`config.mk`:
```
export PLATFORM = sky130hd
export DESIGN_NAME = circular_deque_unit
export DESIGN_NICKNAME = d
export VERILOG_FILES = /design/src/rtl/core/cdq_pkg.sv /design/src/rtl/core/circular_deque_unit.sv /design/src/rtl/core/cdq_mem.sv /design/src/rtl/core/cdq_ctrl.sv
export VERILOG_INCLUDE_DIRS = /design/src /design/src/rtl/core
export SDC_FILE = /design/constraint.sdc
export NUM_CORES = 1
export LEC_CHECK = 0
export BUFFER_PORTS_ARGS = -buffer_cell sky130_fd_sc_hd__buf_2
export CAP_MARGIN = 20
export CORE_MARGIN = 2
export CORE_UTILIZATION = 60
export CTS_CLUSTER_SIZE = 12
export DETAILED_ROUTE_END_ITERATION = 10
export HOLD_SLACK_MARGIN = 0.05
export PLACE_DENSITY = 0.77
export SKIP_LAST_GASP = 1
export SLEW_MARGIN = 5
export SYNTH_ARGS = -nofsm -noshare
export SYNTH_HDL_FRONTEND = slang
export SYNTH_SLANG_ARGS = --single-unit
export TNS_END_PERCENT = 10
```
`constraint.sdc`:
```
create_clock -name clk_i -period 7.8 [get_ports clk_i]
set_input_delay 2.34 -clock clk_i [delete_from_list [all_inputs] [get_ports clk_i]]
set_output_delay 2.34 -clock clk_i [all_outputs]
set_load 0.02 [all_outputs]
```
`src/rtl/core/assert_macros.svh`:
```
// Assertion macros for the RTL of the circular deque.
// Depends on nothing; users must have clk_i and rst_ni in scope.
`ifndef ASSERT_MACROS_SVH
`define ASSERT_MACROS_SVH

// Property checked at every rising clock edge while out of reset.
`define CDQ_ASSERT(label, prop, msg) \
  label: assert property (@(posedge clk_i) disable iff (!rst_ni) (prop)) else $error(msg);

// Implication checked at every rising clock edge while out of reset.
`define CDQ_ASSERT_IMPL(label, ante, cons, msg) \
  label: assert property (@(posedge clk_i) disable iff (!rst_ni) (ante) |-> (cons)) \
    else $error(msg);

`endif

```
`src/rtl/core/cdq_pkg.sv`:
```
// Shared types and codes for the circular deque.
// Depends on nothing; used by every module of the block.
package cdq_pkg;

  // Default number of entries in the store.
  localparam int unsigned DEPTH_DEFAULT = 16;

  // Width of one stored word.
  localparam int unsigned WORD_W = 32;

  typedef logic signed [WORD_W-1:0] cdq_word_t;

  // Operation codes carried by an input transfer.
  typedef enum logic [1:0] {
    OP_PUSH_REAR  = 2'd0,
    OP_PUSH_FRONT = 2'd1,
    OP_POP_REAR   = 2'd2,
    OP_POP_FRONT  = 2'd3
  } cdq_op_e;

  // Status codes carried by a result transfer.
  typedef enum logic [1:0] {
    ST_DONE      = 2'd0,
    ST_UNDERFLOW = 2'd1,
    ST_OVERFLOW  = 2'd2
  } cdq_status_e;

  // Memory port controls from the controller.
  typedef struct packed {
    logic wr_en;
    logic rd_en;
  } cdq_mem_ctrl_t;

  // Registered result flags from the controller.
  typedef struct packed {
    logic        valid;
    logic        pop_ok;
    cdq_status_e status;
    logic        now_empty;
    logic        now_full;
  } cdq_res_t;

endpackage

```
`src/rtl/core/circular_deque_unit.sv`:
```
// Circular deque of signed 32-bit words: one operation per transfer, one result per
// transfer, strobed by result_valid_o for exactly one cycle, in the cycle after the
// input transfer. busy stays low, so a new operation may be started in every cycle;
// the rate is one item per clock, set by the single port of the entry memory, which
// either writes a pushed word or reads a popped word. The receiver cannot stall and
// must take each result in the cycle it appears. A push on a full deque is rejected
// with overflow status, a pop on an empty deque reports underflow, and popped_value_o
// is zero for every result that is not a successful pop. No clearing pass is needed
// after reset. Depends on cdq_pkg, cdq_ctrl, cdq_mem and assert_macros.svh.
`include "assert_macros.svh"

module circular_deque_unit #(
  parameter int unsigned DEPTH = cdq_pkg::DEPTH_DEFAULT
) (
  input  logic               clk_i,
  input  logic               rst_ni,
  input  logic               start,
  output logic               busy,
  input  logic [1:0]         operation_i,
  input  cdq_pkg::cdq_word_t push_value_i,
  output logic               result_valid_o,
  output cdq_pkg::cdq_word_t popped_value_o,
  output logic [1:0]         status_o,
  output logic               now_empty_o,
  output logic               now_full_o
);
  import cdq_pkg::*;

  localparam int unsigned IdxW = $clog2(DEPTH);

  cdq_mem_ctrl_t    mem_ctrl;
  logic [IdxW-1:0]  mem_addr;
  cdq_word_t        mem_rdata;
  cdq_res_t         res;
  logic             accept;

  // No operation needs a wait state, so the block never holds off a start.
  assign busy   = 1'b0;
  assign accept = start && !busy;

  cdq_ctrl #(
    .DEPTH (DEPTH),
    .IDX_W (IdxW)
  ) u_ctrl (
    .clk_i       (clk_i),
    .rst_ni      (rst_ni),
    .accept_i    (accept),
    .operation_i (operation_i),
    .mem_ctrl_o  (mem_ctrl),
    .mem_addr_o  (mem_addr),
    .res_o       (res)
  );

  cdq_mem #(
    .DEPTH (DEPTH),
    .IDX_W (IdxW)
  ) u_mem (
    .clk_i   (clk_i),
    .ctrl_i  (mem_ctrl),
    .addr_i  (mem_addr),
    .wdata_i (push_value_i),
    .rdata_o (mem_rdata)
  );

  // Result ports; the popped word arrives from the memory read register.
  assign result_valid_o = res.valid;
  assign popped_value_o = res.pop_ok ? mem_rdata : '0;
  assign status_o       = res.status;
  assign now_empty_o    = res.now_empty;
  assign now_full_o     = res.now_full;

  // Every accepted transfer yields a result in the next cycle.
  `CDQ_ASSERT_IMPL(a_result_follows, accept, ##1 result_valid_o, "result missing after start")
  // A deque cannot be empty and full at once.
  `CDQ_ASSERT_IMPL(a_not_empty_and_full, result_valid_o, !(now_empty_o && now_full_o),
                   "deque reported empty and full")
  // A rejected push leaves a full deque.
  `CDQ_ASSERT_IMPL(a_overflow_full, result_valid_o && status_o == ST_OVERFLOW,
                   now_full_o && !now_empty_o, "overflow reported on a deque not full")
  // A pop on an empty deque leaves it empty and returns zero.
  `CDQ_ASSERT_IMPL(a_underflow_empty, result_valid_o && status_o == ST_UNDERFLOW,
                   now_empty_o && popped_value_o == '0, "underflow result inconsistent")

endmodule

```
`src/rtl/core/cdq_mem.sv`:
```
// Entry store of the circular deque: one write or one read per cycle.
// Depends on cdq_pkg; read data is registered.
module cdq_mem #(
  parameter int unsigned DEPTH = cdq_pkg::DEPTH_DEFAULT,
  parameter int unsigned IDX_W = $clog2(DEPTH)
) (
  input  logic                  clk_i,
  input  cdq_pkg::cdq_mem_ctrl_t ctrl_i,
  input  logic [IDX_W-1:0]      addr_i,
  input  cdq_pkg::cdq_word_t    wdata_i,
  output cdq_pkg::cdq_word_t    rdata_o
);
  import cdq_pkg::*;

  cdq_word_t mem_q [DEPTH];
  cdq_word_t rdata_q;

  // Synchronous write port; entries have no reset.
  always_ff @(posedge clk_i) begin
    if (ctrl_i.wr_en) begin
      mem_q[addr_i] <= wdata_i;
    end
  end

  // Synchronous read port with registered data.
  always_ff @(posedge clk_i) begin
    if (ctrl_i.rd_en) begin
      rdata_q <= mem_q[addr_i];
    end
  end

  assign rdata_o = rdata_q;

endmodule

```
`src/rtl/core/cdq_ctrl.sv`:
```
// Index and flag controller of the circular deque.
// Depends on cdq_pkg; drives the port of cdq_mem and the result flags.
module cdq_ctrl #(
  parameter int unsigned DEPTH = cdq_pkg::DEPTH_DEFAULT,
  parameter int unsigned IDX_W = $clog2(DEPTH)
) (
  input  logic                   clk_i,
  input  logic                   rst_ni,
  input  logic                   accept_i,
  input  logic [1:0]             operation_i,
  output cdq_pkg::cdq_mem_ctrl_t mem_ctrl_o,
  output logic [IDX_W-1:0]       mem_addr_o,
  output cdq_pkg::cdq_res_t      res_o
);
  import cdq_pkg::*;

  localparam logic [IDX_W-1:0] LastIdx = IDX_W'(DEPTH - 1);

  logic [IDX_W-1:0] front_q, front_d;
  logic [IDX_W-1:0] rear_q, rear_d;
  logic             empty_q, empty_d;
  cdq_res_t         res_q, res_d;

  logic [IDX_W-1:0] front_next, front_prev, rear_next, rear_prev;
  logic             full_now;
  cdq_op_e          op;

  // Circular neighbors of the current indices.
  assign front_next = (front_q == LastIdx) ? '0 : front_q + 1'b1;
  assign front_prev = (front_q == '0) ? LastIdx : front_q - 1'b1;
  assign rear_next  = (rear_q == LastIdx) ? '0 : rear_q + 1'b1;
  assign rear_prev  = (rear_q == '0) ? LastIdx : rear_q - 1'b1;
  assign full_now   = !empty_q && (rear_next == front_q);

  assign op = cdq_op_e'(operation_i);

  // Index update and memory access for an accepted transfer.
  always_comb begin
    front_d    = front_q;
    rear_d     = rear_q;
    empty_d    = empty_q;
    mem_ctrl_o = '0;
    mem_addr_o = front_q;
    res_d      = '0;

    if (accept_i) begin
      res_d.valid  = 1'b1;
      res_d.status = ST_DONE;
      unique case (op)
        OP_PUSH_REAR, OP_PUSH_FRONT: begin
          if (empty_q) begin
            // A push on an empty deque restarts at entry zero.
            front_d          = '0;
            rear_d           = '0;
            empty_d          = 1'b0;
            mem_ctrl_o.wr_en = 1'b1;
            mem_addr_o       = '0;
          end else if (full_now) begin
            res_d.status = ST_OVERFLOW;
          end else if (op == OP_PUSH_REAR) begin
            rear_d           = rear_next;
            mem_ctrl_o.wr_en = 1'b1;
            mem_addr_o       = rear_next;
          end else begin
            front_d          = front_prev;
            mem_ctrl_o.wr_en = 1'b1;
            mem_addr_o       = front_prev;
          end
        end
        OP_POP_REAR, OP_POP_FRONT: begin
          if (empty_q) begin
            res_d.status = ST_UNDERFLOW;
          end else if (front_q == rear_q) begin
            // Removing the last entry empties the deque and rewinds it.
            front_d          = '0;
            rear_d           = '0;
            empty_d          = 1'b1;
            res_d.pop_ok     = 1'b1;
            mem_ctrl_o.rd_en = 1'b1;
            mem_addr_o       = front_q;
          end else if (op == OP_POP_REAR) begin
            rear_d           = rear_prev;
            res_d.pop_ok     = 1'b1;
            mem_ctrl_o.rd_en = 1'b1;
            mem_addr_o       = rear_q;
          end else begin
            front_d          = front_next;
            res_d.pop_ok     = 1'b1;
            mem_ctrl_o.rd_en = 1'b1;
            mem_addr_o       = front_q;
          end
        end
        default: ;
      endcase
    end

    // Flags as they stand after this transfer.
    res_d.now_empty = empty_d;
    res_d.now_full  = !empty_d && (((rear_d == LastIdx) ? '0 : rear_d + 1'b1) == front_d);
  end

  // Deque state and result register.
  always_ff @(posedge clk_i or negedge rst_ni) begin
    if (!rst_ni) begin
      front_q <= '0;
      rear_q  <= '0;
      empty_q <= 1'b1;
      res_q   <= '0;
    end else begin
      front_q <= front_d;
      rear_q  <= rear_d;
      empty_q <= empty_d;
      res_q   <= res_d;
    end
  end

  assign res_o = res_q;

endmodule

```
==> metrics.cfg, run 1 <==
[clock_tree]
cts_sinks = 559
tritoncts = done
cts_resized = 0
cts_root_buf = clkbuf_16
path_clk_slew_ns = 0.06
clk_path_buf_depth = 3
cts_inserted_buffers = 54
holdBufCountCts = 0
clock_latency_ns = 0.60
cts_max_level = 2
cts_setup_buffers = 0

[floorplan]
die-area_sq_mm = 0.0404
die_w_um = 201
start_util = 0.605
coreArea_sq_mm = 0.0385
ios = 75
chipHeight_um = 201
rows = 72

[setup_path]
r2r-start = u_ctrl.rear_q[1]
slowest_delay_ns = 0.89
critical_path.startpoint = operation_i[1]
crit_family = simple AND/OR/NAND/NOR gates
start_kind = primary input
worstSetupEndpointType = register
critPathRequiredTime_ns = 8.02
r2r_cells = 10
critPathSlowestCell = nor2_4
crit_chain = buf_2 -> nor2_1 -> a31o_2 -> nor2_1 -> a211o_1 -> o21ai_1 -> a221oi_4 -> buf_12 -> nor2_1 -> nand2_1 -> nor2_4
crit_top_cell = nor2_1
critical_path_class = in -> reg
ff2ff_setup_slack_ns = 2.56
crit_buf_inv = 2
crit_path_max_fanout = 197
arrival_ns = 6.23
reg2reg_to = u_mem.mem_q[7][23]

[route]
drtIter0Drc = 1354
vias_per_cell = 6.09
drc_errors = 0
routed_wl_mm = 50.5
final_antenna_net_count = 0
wire_per_inst_um = 22.9
vias = 13435
dr.pass1.iters = 5

[global_route]
grt_pass1_vias = 13127
use_met1 = 0.350
antenna_found_initial = 0
grt-busiest-layer = met2
grt_max_degree = 198
globalRouteMet2Util = 0.416
grtUsageTotal = 0.252
grt_use_met3 = 0.0375
overflow = 0
grt_pass1_wl_mm = 77.4

[placement]
gp_congestion = 0.897
post_dp_cell_area_sq_mm = 0.0241
hpwl_mm = 29.1
io_buffers = 73

[layout]
area_delta_synth_final_pct = 10.5
regArea_sq_mm = 0.0167
finalInstanceArea_sq_mm = 0.0257
diodes = 0
drive_above_1_share = 0.150
multi_input_area_sq_mm = 0.00613
nets = 1713
n_fill_cell = 2643

[power_and_ir_drop]
switching_power_mw = 3.52
swShare = 0.357
finalPower_mw = 9.84
p_seq_frac = 0.382
cell_internal_pwr_mw = 6.33
vdd_ir_drop_max_v = 0.000441
p_leak_nw = 9.01
p_per_area_mw_per_mm2 = 383
combPwrFrac = 0.385
clkPwrFrac = 0.233

[synthesis]
ys_seq_area_frac = 0.718
synth_seq_cells = 559
synth_edf_count = 544
synth_nets = 1664
postSynthAreaPerCell_sq_um = 14.4
syn_inst = 1621
synthDistinctLibCells = 67
yosys_warnings = 0
synthArstFlopShare = 0.0268
synth_ff_type = edfxtp_1
synth_area_sq_mm = 0.0233

[hold_path]
worstHoldStart = u_mem.mem_q[1][19]
min_path_type = reg -> reg
min_path_cells = 4
min_to = u_mem.rdata_o[19]

[sta]
worst_slew_pin_slew_ns = 1.22
finClkSkew_ns = 0.0176
drv_slew = 0
finalHoldViolCount = 0
max_slew_margin = 0.187
fin_tns_setup_ns = 0
hold_slack_ns = 0.752
post-route-period-util = 0.771
setup_violations = 0
rsz0062_at_grt = no
period_minus_slack_ns = 6.01
max_freq_ghz = 0.166

[run_status]
outcome = finished clean

[run]
drv_cap = 0

-- how the worst max path moves through the flow --
stage                         end  depth (start not counted)
2_1_floorplan   u_mem.mem_q[0][0]                         12
3_3_place_gp   u_mem.mem_q[9][18]                          8
3_5_place_dp   u_mem.mem_q[2][14]                          7
4_1_cts        u_mem.mem_q[2][14]                          7
5_1_grt        u_mem.mem_q[7][10]                         11
6_report       u_mem.mem_q[7][23]                         11
-- cell usage in the layout (no fill, tap or decap), types with 5 or more instances in the layout --
master,n
nand3_1,69
o22a_1,32
o21ai_0,76
o221ai_1,33
clkbuf_16,55
o211ai_1,5
buf_4,15
nand2b_1,6
ha_1,6
mux2i_1,129
nor2_1,23
a211o_1,7
and2_1,33
nand2_1,337
xnor2_1,6
nor2_4,12
a21oi_1,20
nor2b_1,5
inv_1,10
buf_2,73
edfxtp_1,544
clkbuf_1,13
mux2_2,64
buf_12,9
dfrtp_1,14
-- state kept, by name, summed over array words and instances (netlist names) --
register,cells
u_ctrl.res_o,6
u_ctrl.rear_q,4
u_mem.mem_q,512
u_mem.rdata_o,32
u_ctrl.empty_q,1
u_ctrl.front_q,4
-- cells by family after synthesis --
| logic type | share of synthesized area |
|---|---|
| flip-flops | 0.718 |
| AND/OR/NAND/NOR | 0.0983 |
| AO/OA/AOI/OAI | 0.0628 |
| multiplexers | 0.0864 |
| buffers and inverters | 0.0245 |
| XOR/XNOR | 0.00645 |
| adder cells (fa/ha/maj) | 0.00323 |
| other | 0.000161 |
-- cell usage after synthesis, types with 6 or more instances --
master    count  share of area
buf_1         9         0.0015
a211o_1       7         0.0026
mux2i_1     129          0.055
buf_2        30         0.0065
and2_1       34         0.0091
o22a_1       32          0.012
dfrtp_1      14          0.015
buf_4        13         0.0042
nand3_1      69          0.015
nand2_1     342          0.055
clkbuf_1     48         0.0077
a21oi_1      20         0.0043
edfxtp_1    544           0.70
nor2_1       35         0.0056
xnor2_1       6         0.0023
o21ai_0      76          0.016
buf_6         6         0.0029
o221ai_1     33          0.012
mux2_2       64          0.031
nor4b_1       8         0.0030
ha_1          6         0.0032
inv_1        11         0.0018
nand2b_1      6         0.0016
-- layer usage --
metal / routed length, um / part of all wire
met1: 21000 / 0.42
met2: 25000 / 0.49
met3: 3230 / 0.064
met4: 1320 / 0.026
met5: 0 / 0
-- layout make-up --
cell class | count | area share
inverters | 11 | 0.00161
flip-flops and latches | 559 | 0.650
multi-input cells | 945 | 0.238
clock buffers | 68 | 0.0554
well taps | 518 | 0.0252
repair buffers | 99 | 0.0277
clock inverters | 7 | 0.00209
-- stage by stage --
| stage | setup slack, ns | instances | util |
|---|---|---|---|
| 5_1_grt | 1.96 | 2207 | 0.669 |
| 4_1_cts | 2.25 | 2200 | 0.665 |
| 2_1_floorplan | -0.00521 | 1621 | - |
| 3_3_place_gp | 1.66 | 2124 | 0.626 |
| 3_5_place_dp | 1.64 | 2125 | 0.626 |
| 6_report | 1.79 | 2207 | 0.669 |
-- power by group through the flow --
stage / clock network (mW) / registers (mW) / logic (mW)
2_1_floorplan: 0 / 3.74 / 2.89
3_3_place_gp: 0 / 3.82 / 3.69
3_5_place_dp: 0 / 3.82 / 3.76
4_1_cts: 2.33 / 3.76 / 3.78
5_1_grt: 2.45 / 3.78 / 4.11
6_report: 2.29 / 3.76 / 3.79
-- tightest hold or removal path, stage by stage (launching register included) --
cell	delay (ns)
edfxtp_1	0.32
nand2_1	0.05
nand2_1	0.05
o21ai_0	0.07
o221ai_1	0.15
Note: power is estimated with default switching activity, not from simulation.
==> run 2, diff against run 1 <==
- clock period: 7.8 -> 6.2 ns (I/O delays scaled with it)
==> metrics.cfg, run 2 (synthesis results as in run 1) <==
[layout]
top_register = u_mem.mem_q
nets = 1727
drive_above_1_share = 0.158
area_delta_synth_final_pct = 11.3
largest_reg_flops = 512
fin_cells = 2228
post-route-util = 0.674
diodes = 0
layout_commonest_cell = edfxtp_1
final_cell_mix = edfxtp_1 (544), nand2_1 (337), mux2i_1 (129)

[route]
routed_wl_mm = 51.6
vias = 13597
dr.pass1.iters = 5
drc_errors = 0
wire_per_inst_um = 23.2
drtIter0Drc = 1438
vias_per_cell = 6.10
final_antenna_net_count = 0

[clock_tree]
holdBufCountCts = 0
cts_sinks = 559
cts_resized = 0
cts_root_buf = clkbuf_16
cts_inserted_buffers = 56
cts_setup_buffers = 0
clock_latency_ns = 0.60
path_clk_slew_ns = 0.07
clk_path_buf_depth = 3
tritoncts = done
cts_max_level = 2

[power_and_ir_drop]
switching_power_mw = 4.45
swShare = 0.355
combPwrFrac = 0.381
p_leak_nw = 9.12
clkPwrFrac = 0.242
p_seq_frac = 0.378
p_per_area_mw_per_mm2 = 484
cell_internal_pwr_mw = 8.09
vdd_ir_drop_max_v = 0.000541

[floorplan]
chipHeight_um = 201
die_w_um = 201
die-area_sq_mm = 0.0404
coreArea_sq_mm = 0.0385
start_util = 0.605
rows = 72
ios = 75

[sta]
rsz0062_at_grt = no
worst_slew_pin_slew_ns = 0.792
post-route-period-util = 0.775
max_freq_ghz = 0.208
max_slew_margin = 0.470
finalHoldViolCount = 0
period_minus_slack_ns = 4.80
drv_slew = 0
finClkSkew_ns = 0.0185
setup_violations = 0

[global_route]
antenna_found_initial = 0
overflow = 0
grtUsageTotal = 0.258
grt_pass1_vias = 13442
grt_pass1_wl_mm = 79.5
grt_max_degree = 146

[placement]
place_inst = 2144
hpwl_mm = 29.0
gp_congestion = 0.882
io_buffers = 73

[setup_path]
slowest_delay_ns = 0.57
arrival_ns = 5.06
crit_family = simple AND/OR/NAND/NOR gates
critPathRequiredTime_ns = 6.46
crit_chain = buf_2 -> nor2_1 -> o22ai_1 -> a221o_1 -> a221oi_1 -> nand2_2 -> nor4b_2 -> buf_4
crit_path_max_fanout = 25
start_kind = primary input
critPathSlowestCell = nand2_2
crit_buf_inv = 2
critical_path_class = in -> reg
worstSetupEndpointType = register

[run_status]
outcome = finished clean

[run]
drv_cap = 0

[hold_path]
min_path_type = reg -> reg

-- run 2: cell types whose count changed in the layout (fill, tap and decap cells not counted), sizes merged --
cell      before  now
clkbuf        68   70
clkinvlp       0    1
buf           99  111
inv           14   13
clkinv         4   10
bufinv         0    1
-- run 2: per-layer routing --
layer / global-route usage / up-vias / routed length [um]
li1: - / 6175 / -
met1: 0.357 / 6714 / 21000
met2: 0.424 / 596 / 25500
met3: 0.0390 / 112 / 3470
met4: 0.0892 / 0 / 1590
met5: 0 / - / 0
-- run 2: worst register-to-register path, cell delays in order, from the launching register on --
cell and delay (ns):
dfrtp_1 0.51, ha_1 0.37, o311a_1 0.56, xnor2_2 0.43, nand2_1 0.13, a221o_1 0.36, a221oi_1 0.44, nand2_2 0.57
nor4b_2 0.48, buf_4 0.40
-- run 2: worst paths after layout --
| path | end | slack (ns) | startpoint | depth (start not counted) |
|---|---|---|---|---|
| worst max register to register | u_mem.mem_q[4][21] | 1.62 | u_ctrl.rear_q[1] | 9 |
| max in group asynchronous | u_ctrl.empty_q | 4.72 | rst_ni | 1 |
| worst max-delay path | u_mem.mem_q[4][21] | 1.40 | operation_i[1] | 8 |
| worst min register to register | u_mem.rdata_o[30] | 0.75 | u_mem.mem_q[1][30] | 4 |
| min in group asynchronous | u_ctrl.rear_q[1] | 1.17 | rst_ni | 1 |
| worst min-delay path | u_mem.rdata_o[30] | 0.75 | u_mem.mem_q[1][30] | 4 |
-- run 2: area by class of cell --
| type | instances | area, sq um |
|---|---|---|
| tap | 518 | 648 |
| sequential | 559 | 16700 |
| multi-input combinational | 945 | 6130 |
| timing repair buffer | 111 | 801 |
| inverter | 11 | 41.3 |
| fill | 2580 | 12600 |
| clock inverter | 14 | 109 |
| clock buffer | 70 | 1480 |
-- run 2: power by group through the flow --
stage	clock (mW)	sequential [mW]	combinational (mW)
after floorplan	0	4.71	3.64
final	3.03	4.73	4.77
after global placement	0	4.80	4.68
after CTS	3.07	4.73	4.80
after global routing	3.22	4.76	5.20
after detailed placement	0	4.81	4.75
-- run 2: stage by stage --
stage	setup slack (ns)	hold slack, ns	total power, mW	instance area [sq um]	setup TNS [ns]
after global routing	1.26	0.812	13.2	25900	0
final	1.40	0.747	12.5	25900	0
after floorplan	-1.13	0.692	8.35	23300	-144.03
after global placement	0.901	0.722	9.48	24300	0
after detailed placement	0.881	0.726	9.56	24300	0
after CTS	1.48	0.741	12.6	25900	0
==> run 3, diff against run 2 <==
- ABC_AREA: not set -> 1
- CORE_UTILIZATION: 60 -> 56
- PLACE_DENSITY: 0.77 -> 0.76
- clock period: 6.2 -> 4.1 ns (I/O delays scaled with it)
==> metrics.cfg, run 3 <==
[run_status]
outcome = finished clean

[sta]
worst_slew_pin_slew_ns = 0.834
rsz0062_at_grt = no
max_slew_margin = 0.443
post-route-period-util = 0.884
hold_slack_ns = 0.523
drv_slew = 0
fin_tns_setup_ns = 0
finalHoldViolCount = 0
setup_violations = 0
max_freq_ghz = 0.276
period_minus_slack_ns = 3.63
finClkSkew_ns = 0.0116

[synthesis]
yosys-top-cells-count = nand2_1 (1235), edfxtp_1 (544), nand3_1 (287), inv_1 (97), buf_2 (75)
yosys_warnings = 0
synth_largest_area_cell = edfxtp_1
syn_inst = 2502
synth_seq_cells = 559
synthArstFlopShare = 0.0268
synthDistinctLibCells = 36
ys_seq_area_frac = 0.673
ys_top_cells_by_area = edfxtp_1 (66%), nand2_1 (19%), nand3_1 (5.8%)
synth_nets = 2545
synth_edf_count = 544
synth_ff_type = edfxtp_1
synth_area_sq_mm = 0.0248
yosys.area.top_type_share = 0.658
synth.most_common_cell = nand2_1
postSynthAreaPerCell_sq_um = 9.93

[setup_path]
arrival_ns = 3.93
crit_path_max_fanout = 17
slowest_delay_ns = 0.48
crit_chain = inv_1 -> ha_1 -> a21oi_1 -> nand3_2 -> nor2_4 -> nand3_4 -> o21ai_2 -> o211ai_1 -> a21oi_4 -> nand3_1 -> nor2_4 -> buf_12
critical_path_class = reg -> reg
critPathRequiredTime_ns = 4.40
start_kind = register
worstSetupEndpointType = register
r2r_cells = 12
critPathSlowestCell = dfrtp_1
crit_top_cell = nor2_4

[floorplan]
die_w_um = 215
die-area_sq_mm = 0.0460
ios = 75
coreArea_sq_mm = 0.0440
chipHeight_um = 215
start_util = 0.564
rows = 77

[clock_tree]
cts_setup_buffers = 0
clk_path_buf_depth = 3
clock_latency_ns = 0.60
holdBufCountCts = 0
cts_max_level = 2
cts_sinks = 559
tritoncts = done
cts_inserted_buffers = 56
cts_root_buf = clkbuf_16
path_clk_slew_ns = 0.06
cts_resized = 0

[route]
routed_wl_mm = 59.7
drtIter0Drc = 1869
drc_errors = 0
vias = 17673
wire_per_inst_um = 18.8
final_antenna_net_count = 0
vias_per_cell = 5.56
dr.pass1.iters = 5

[layout]
nets = 2598
area_delta_synth_final_pct = 12.1
layout_commonest_cell = nand2_1
largest_reg_flops = 512
post-route-util = 0.633
drive_above_1_share = 0.0970
n_fill_cell = 3353
top_register = u_mem.mem_q
final_cell_mix = nand2_1 (1235), edfxtp_1 (544), nand3_1 (287)
fin_cells = 3180

[global_route]
grt_max_degree = 124
overflow = 0
grt_use_met3 = 0.0397
grt_pass1_vias = 17058
globalRouteMet2Util = 0.422
grt-busiest-layer = met2
antenna_found_initial = 1
grtUsageTotal = 0.263
use_met1 = 0.363
grt_pass1_wl_mm = 94.4

[power_and_ir_drop]
p_per_area_mw_per_mm2 = 668
p_leak_nw = 11.9
finalPower_mw = 18.6
vdd_ir_drop_max_v = 0.000532

[hold_path]
min_path_type = in -> async

[placement]
place_inst = 3089
gp_congestion = 0.901
hpwl_mm = 33.8
io_buffers = 73

[run]
drv_cap = 0

==> run 3: cell types whose count changed in the layout (fill, tap and decap cells not counted), sizes merged, moves of 27 or more <==
cell / change
clkinv: +37
mux2: -64
nand3: +221
nand2: +897
and2: -34
mux2i: -129
inv: +102
buf: +27
o21ai: -52
o221ai: -33
o22a: -32
==> run 3: final timing paths <==
kind                                  start             endpoint  slack, ns
max                        u_ctrl.rear_q[0]  u_mem.mem_q[14][11]       0.47
min                                  rst_ni      u_ctrl.res_o[2]       0.52
max reg2reg                u_ctrl.rear_q[0]  u_mem.mem_q[14][11]       0.47
min reg2reg                  u_ctrl.empty_q      u_ctrl.res_o[2]       0.65
max in group asynchronous            rst_ni       u_ctrl.empty_q       3.28
min in group clk_i           u_ctrl.empty_q      u_ctrl.res_o[2]       0.65
==> run 3: per-stage QoR <==
step                      setup WS [ns]  cell area, sq um
after floorplan                  -0.432             24800
after global placement            0.207             26200
after detailed placement          0.165             26200
after CTS                         0.458             27800
after global routing              0.190             27800
final                             0.474             27800
==> run 3: area by class of cell <==
type / instances / area [sq um] / share of cell area
Inverter: 144 / 553 / 0.0199
Multi-Input combinational cell: 1656 / 7000 / 0.251
Tap cell: 592 / 741 / 0.0266
Antenna cell: 1 / 2.50 / 0.0000899
Timing Repair Buffer: 138 / 1230 / 0.0441
Clock inverter: 19 / 113 / 0.00404
Clock buffer: 71 / 1500 / 0.0539
Sequential cell: 559 / 16700 / 0.600
==> run 3: worst max-delay path: cells and delay by family, from the launching register on <==
family	cells	cell delay (ns)
and+or+nand+nor	5	1.23
adders and majority gates	1	0.41
AOI/OAI and AO/OA	4	0.75
DFF	1	0.48
buffers and inverters	2	0.42
==> run 3: per-layer routing <==
metal	up-vias	routed length, um
met1	8399	24100
met5	-	0
met3	123	5030
li1	8319	-
met4	0	1940
met2	832	28600
==> run 3: kinds of logic after synthesis <==
group,Yosys count,share of synthesized area
xor gates and xnor gates,4,0.00141
adders and majority gates,6,0.00302
AOI/OAI and AO/OA,46,0.0102
buffers and inverters,287,0.0519
other,1,0.000151
and+or+nand+nor,1599,0.260
DFF,559,0.673
==> run 3: report_power, final <==
part / total (mW) / switching (mW) / internal, mW / leakage [nW]
Clock: 4.60 / 2.00 / 2.60 / 0.782
Combinational: 6.96 / 4.90 / 2.06 / 6.01
Sequential: 7.05 / 0.213 / 6.83 / 5.10
